`config.mk`:
```
export PLATFORM = sky130hd
export DESIGN_NAME = salru_ctrl
export DESIGN_NICKNAME = d
export VERILOG_FILES = /design/src/design/salru_pkg.sv /design/src/design/salru_ctrl.sv
export SDC_FILE = /design/constraint.sdc
export NUM_CORES = 1
export LEC_CHECK = 0
export ABC_AREA = 1
export BUFFER_PORTS_ARGS = -buffer_cell sky130_fd_sc_hd__buf_2
export CORE_AREA = 4 4 41 43
export DETAILED_ROUTE_END_ITERATION = 10
export DIE_AREA = 0 0 45 47
export GPL_ROUTABILITY_DRIVEN = 0
export SYNTH_ARGS = -nofsm -noshare
export SYNTH_HDL_FRONTEND = slang
export SYNTH_SLANG_ARGS = --single-unit
```
`constraint.sdc`:
```
create_clock -name clk -period 3.3 [get_ports clk]
set_clock_uncertainty 0.2 [all_clocks]
set_input_delay 0.165 -clock clk [delete_from_list [all_inputs] [get_ports clk]]
set_output_delay 0.165 -clock clk [all_outputs]
set_load 0.05 [all_outputs]
```
`src/design/salru_pkg.sv`:
```
package salru_pkg;

    localparam int ADDR_WIDTH_DEF   = 32;
    localparam int MAX_SET_BITS_DEF = 10;
    localparam int MAX_WAYS_DEF     = 8;
    localparam int CFG_DATA_W       = 6;
    localparam int CFG_IDX_W        = 2;
    localparam int MISS_W           = 32;

    localparam logic [CFG_IDX_W-1:0] REG_ADDRESS_BITS   = 2'd0;
    localparam logic [CFG_IDX_W-1:0] REG_SET_INDEX_BITS = 2'd1;
    localparam logic [CFG_IDX_W-1:0] REG_WAYS_IN_USE    = 2'd2;
    localparam logic [CFG_IDX_W-1:0] REG_OFFSET_BITS    = 2'd3;

    typedef enum logic [2:0] {
        ST_CLEAR,
        ST_IDLE,
        ST_READ,
        ST_UPDATE,
        ST_OUT
    } state_t;

    typedef struct packed {
        logic clear_step;
        logic capture;
        logic read;
        logic update;
    } ctrl_cmd_t;

    typedef struct packed {
        logic clear_done;
    } ctrl_sts_t;

endpackage

```
`src/design/salru_ctrl.sv`:
```
module salru_ctrl
(
    input  logic                 clk,
    input  logic                 rst_n,
    input  logic                 in_valid,
    output logic                 in_ready,
    output logic                 out_valid,
    input  logic                 out_ready,
    output salru_pkg::ctrl_cmd_t cmd,
    input  salru_pkg::ctrl_sts_t sts
);
    import salru_pkg::*;

    state_t state_reg;
    state_t state_next;

    always_ff @(posedge clk or negedge rst_n)
    begin
        if (!rst_n)
        begin
            state_reg <= ST_CLEAR;
        end
        else
        begin
            state_reg <= state_next;
        end
    end

    always_comb
    begin
        state_next = state_reg;
        case (state_reg)
            ST_CLEAR:  if (sts.clear_done) state_next = ST_IDLE;
            ST_IDLE:   if (in_valid) state_next = ST_READ;
            ST_READ:   state_next = ST_UPDATE;
            ST_UPDATE: state_next = ST_OUT;
            ST_OUT:
            begin
                if (out_ready)
                begin
                    state_next = in_valid ? ST_READ : ST_IDLE;
                end
            end
            default:   state_next = ST_CLEAR;
        endcase
    end

    always_comb
    begin
        in_ready       = 1'b0;
        out_valid      = 1'b0;
        cmd            = '0;
        case (state_reg)
            ST_CLEAR:  cmd.clear_step = 1'b1;
            ST_IDLE:
            begin
                in_ready    = 1'b1;
                cmd.capture = in_valid;
            end
            ST_READ:   cmd.read = 1'b1;
            ST_UPDATE: cmd.update = 1'b1;
            ST_OUT:
            begin
                out_valid   = 1'b1;
                in_ready    = out_ready;
                cmd.capture = out_ready & in_valid;
            end
            default:   cmd = '0;
        endcase
    end

endmodule

```
After elaboration in Yosys (flattened, before gate mapping)
Cells that the tools add are included.
Operators by class
  add/sub/neg operators: 0
  multiply operators: 0
  div/mod/pow operators: 0
  order comparisons: 0
  eq/ne operators: 7
  shift-type cells: 0
  multiplexer cells: 11
  bitwise logic cells: 1
  reductions and logical operators: 2
Operators by type and width (count)
  3-bit case mux with 5 select lines: 1
  3-bit 2-to-1 mux: 3
  3-bit by 2-bit equality test with 1-bit output, second input constant: 2
  2-bit inequality test, second input constant: 3
  1-bit 2-to-1 mux: 4
  1-bit case mux with 2 select lines: 2
  3-bit by 1-bit equality test with 1-bit output, second input constant: 1
  3-bit equality test, second input constant: 1
  3-bit logical NOT: 1
  3-bit AND reduction: 1
  2-bit 2-to-1 mux: 1
  1-bit bitwise AND: 1
Word-level totals
  register bits: 3
  latch bits: 0
  RAM bits: 0
  ROM bits: 0
  output and inout port bits: 6
  word-level logic and storage cells: 22
  memories kept: 0

Depth between registers and ports, before layout
  word-level depth: 3
  mapped depth: 5
  gate-level depth less buffers: 5

Least setup slack after synthesis
No wires, ideal clock.
  path kind: reg-to-output
  start: register state_reg[1]
  end: output cmd[2] (netlist bit)
  arrival time: 1.427 ns
  path slack: 1.508 ns
  cell stages (with the launch flop): 6
  cell sequence: dfrtp_1 > nor2_2 > nand2_2 > inv_2 > nand2_2 > a21oi_2
RTL lines
  start, declared: RTL line salru_ctrl.sv:14  | state_t state_reg;
  start signal, assigned: RTL line salru_ctrl.sv:25  | state_reg <= state_next;
  end, declared: RTL line salru_ctrl.sv:9  | output salru_pkg::ctrl_cmd_t cmd,

==> results_dict.tcl <==
set metrics [dict create \
    grt_antenna_before_repair 0 \
    final_common_cell "buf_2" \
    syn_area_per_cell_um2 6.292 \
    avgRoutedWirePerCell_um 8.000 \
    cts_tree "yes" \
    finalHoldViolCount 0 \
    drc_errors 0 \
    multi_input_area_um2 115.1 \
    hpwl_um 426.4 \
    grt.total_usage_pct 6.339 \
    drive_above_1_share_pct 36.00 \
    final_cell_mix "10 x buf_2, 7 x inv_1, 7 x nand2_1" \
    grt_first_pass_wirelength_um 897 \
    numClockSinks 3 \
    clockBufferDepth 2 \
    critical-path-top-delay-family "flip-flops" \
    syn_area_um2 220.2 \
    startpoint_type "flip-flop" \
    endpoint_kind "output pin" \
    min_period_over_period_pct 53.39 \
    period_needed_ns 1.762 \
    seq_area_um2 75.07 \
    cts_made_buffers 3 \
    setup_violations 0 \
    cts_setup_buffers 0 \
    synthCells 35 \
    worstHoldPathType "primary input to async pin" \
    cts.clk_slew.worst_paths_ns 0.04 \
    critPathKind "flip-flop to output pin" \
    h-tree-depth 1 \
    final-instance-count-excl-fill 65 \
    grt_max_degree 7 \
    crit_fanout 6 \
    slowest_stage "dfrtp_1" \
    max_slew_margin_pct 83.24 \
    drt_wl_total_um 520 \
    status "complete, no violations" \
    cpMostUsedCell "nand2_2" \
    viasPerCell 3.800 \
    synth_seq_cells 3 \
    final_util_pct 25.00 \
    die_h_um 47 \
    dp.cells 60 \
    cp.arrival_ns 1.40 \
    fmax_mhz 567.6 \
    die_w_um 45 \
    largest_reg_flops 3 \
    yosysSeqAreaShare_pct 34.09 \
    fin_tns_setup_ns 0 \
    port_buffers 10 \
    gr-total-overflow 0 \
    core_region_area_um2 1301 \
    cts_resized 0 \
    syn_to_final_growth_pct 47.73 \
    clock_latency_ns 0.23 \
    grt_pass1_vias 229 \
    cap_violations 0 \
    synth_nets 40 \
    crit_path_cell_trace "nor2_2 > nand2_2 > inv_2 > nand2_2 > a21oi_2 > buf_2" \
    critPathRequiredTime_ns 2.93 \
    rsz0062_at_grt "no" \
    firstDrtPassIters 4 \
    cts_root_buf "clkbuf_4" \
    yosysWarnings 0 \
    dr.first_iter.drc_count 6 \
    diodes 0 \
    die_area_um2 2115 \
    ios 11 \
    tightest_slew_ns 0.2531 \
    maxSlewViolCount 0 \
    nNetsFinal 56 \
    route.vias.total 247 \
    initial_core_util_pct 16.92 \
    cpPeakStageDelay_ns 0.43 \
    ys_types 12 \
    rows 13 \
    ant_nets 0 \
    fillers 163 \
    crit_buf_inv 2 \
]
## synthesized netlist by cell type
cell / instances / share of area (%)
inv_1: 7 / 12
nand2_1: 7 / 12
nand3_1: 5 / 11
nor2_1: 5 / 8.5
dfrtp_1: 3 / 34
nand2_2: 2 / 5.7
a21oi_1: 1 / 2.3
a21oi_2: 1 / 4.0
inv_2: 1 / 1.7
nand3b_1: 1 / 3.4
nor2_2: 1 / 2.8
o21ai_0: 1 / 2.3
## final timing paths
path	startpoint	endpoint	slack, ns	depth (start not counted)
min in group clk	in_valid	state_reg[0]$_DFFE_PN0P_	0.06	4
worst max register to register	state_reg[1]$_DFFE_PN0P_	state_reg[1]$_DFFE_PN0P_	2.10	4
max in group asynchronous	rst_n	state_reg[2]$_DFFE_PN0P_	2.74	2
worst max-delay path	state_reg[1]$_DFFE_PN0P_	cmd[2]	1.54	6
worst min-delay path	rst_n	state_reg[1]$_DFFE_PN0P_	0.06	2
worst min register to register	state_reg[0]$_DFFE_PN0P_	state_reg[2]$_DFFE_PN0P_	0.44	2
## per-stage QoR
stage                     instance area [µm²]  hold WS [ns]  worst slack, ns
after floorplan                         220.2       -0.3306            1.508
after global placement                  289.0       -0.2380            1.777
after detailed placement                289.0       -0.2371            1.773
after CTS                               325.3       0.04907            1.518
after global routing                    325.3       0.06142            1.428
final                                   325.3       0.05762            1.538
## cells by family after synthesis
kind of cell	count (synthesis)	synth area share [%]
AOI/OAI and AO/OA	3	8.519
buffers and inverters	8	13.64
DFF	3	34.09
and+or+nand+nor	21	43.75
## cell type report
| cell class | instances | area share, % |
|---|---|---|
| repair buffers | 11 | 18.46 |
| flip-flops and latches | 3 | 23.08 |
| multi-input cells | 24 | 35.38 |
| inverters | 8 | 9.231 |
| clock buffers | 4 | 8.077 |
| well taps | 15 | 5.769 |
## metal layers
layer | global-route usage, % | wire, µm
met1 | 7.110 | 207
met2 | 8.475 | 242
met3 | 2.682 | 54
met4 | 7.018 | 15
met5 | 0 | 0
## timing repair
action | 4_1_cts | 5_1_grt
endpoints found under the setup margin | 0 | 0
hold endpoints to repair | 3 | 0
hold buffers | 1 | 0
Power is left out: the tool's default activity adds up to more than one toggle a clock period on the data nets, which glitch-free logic cannot reach.
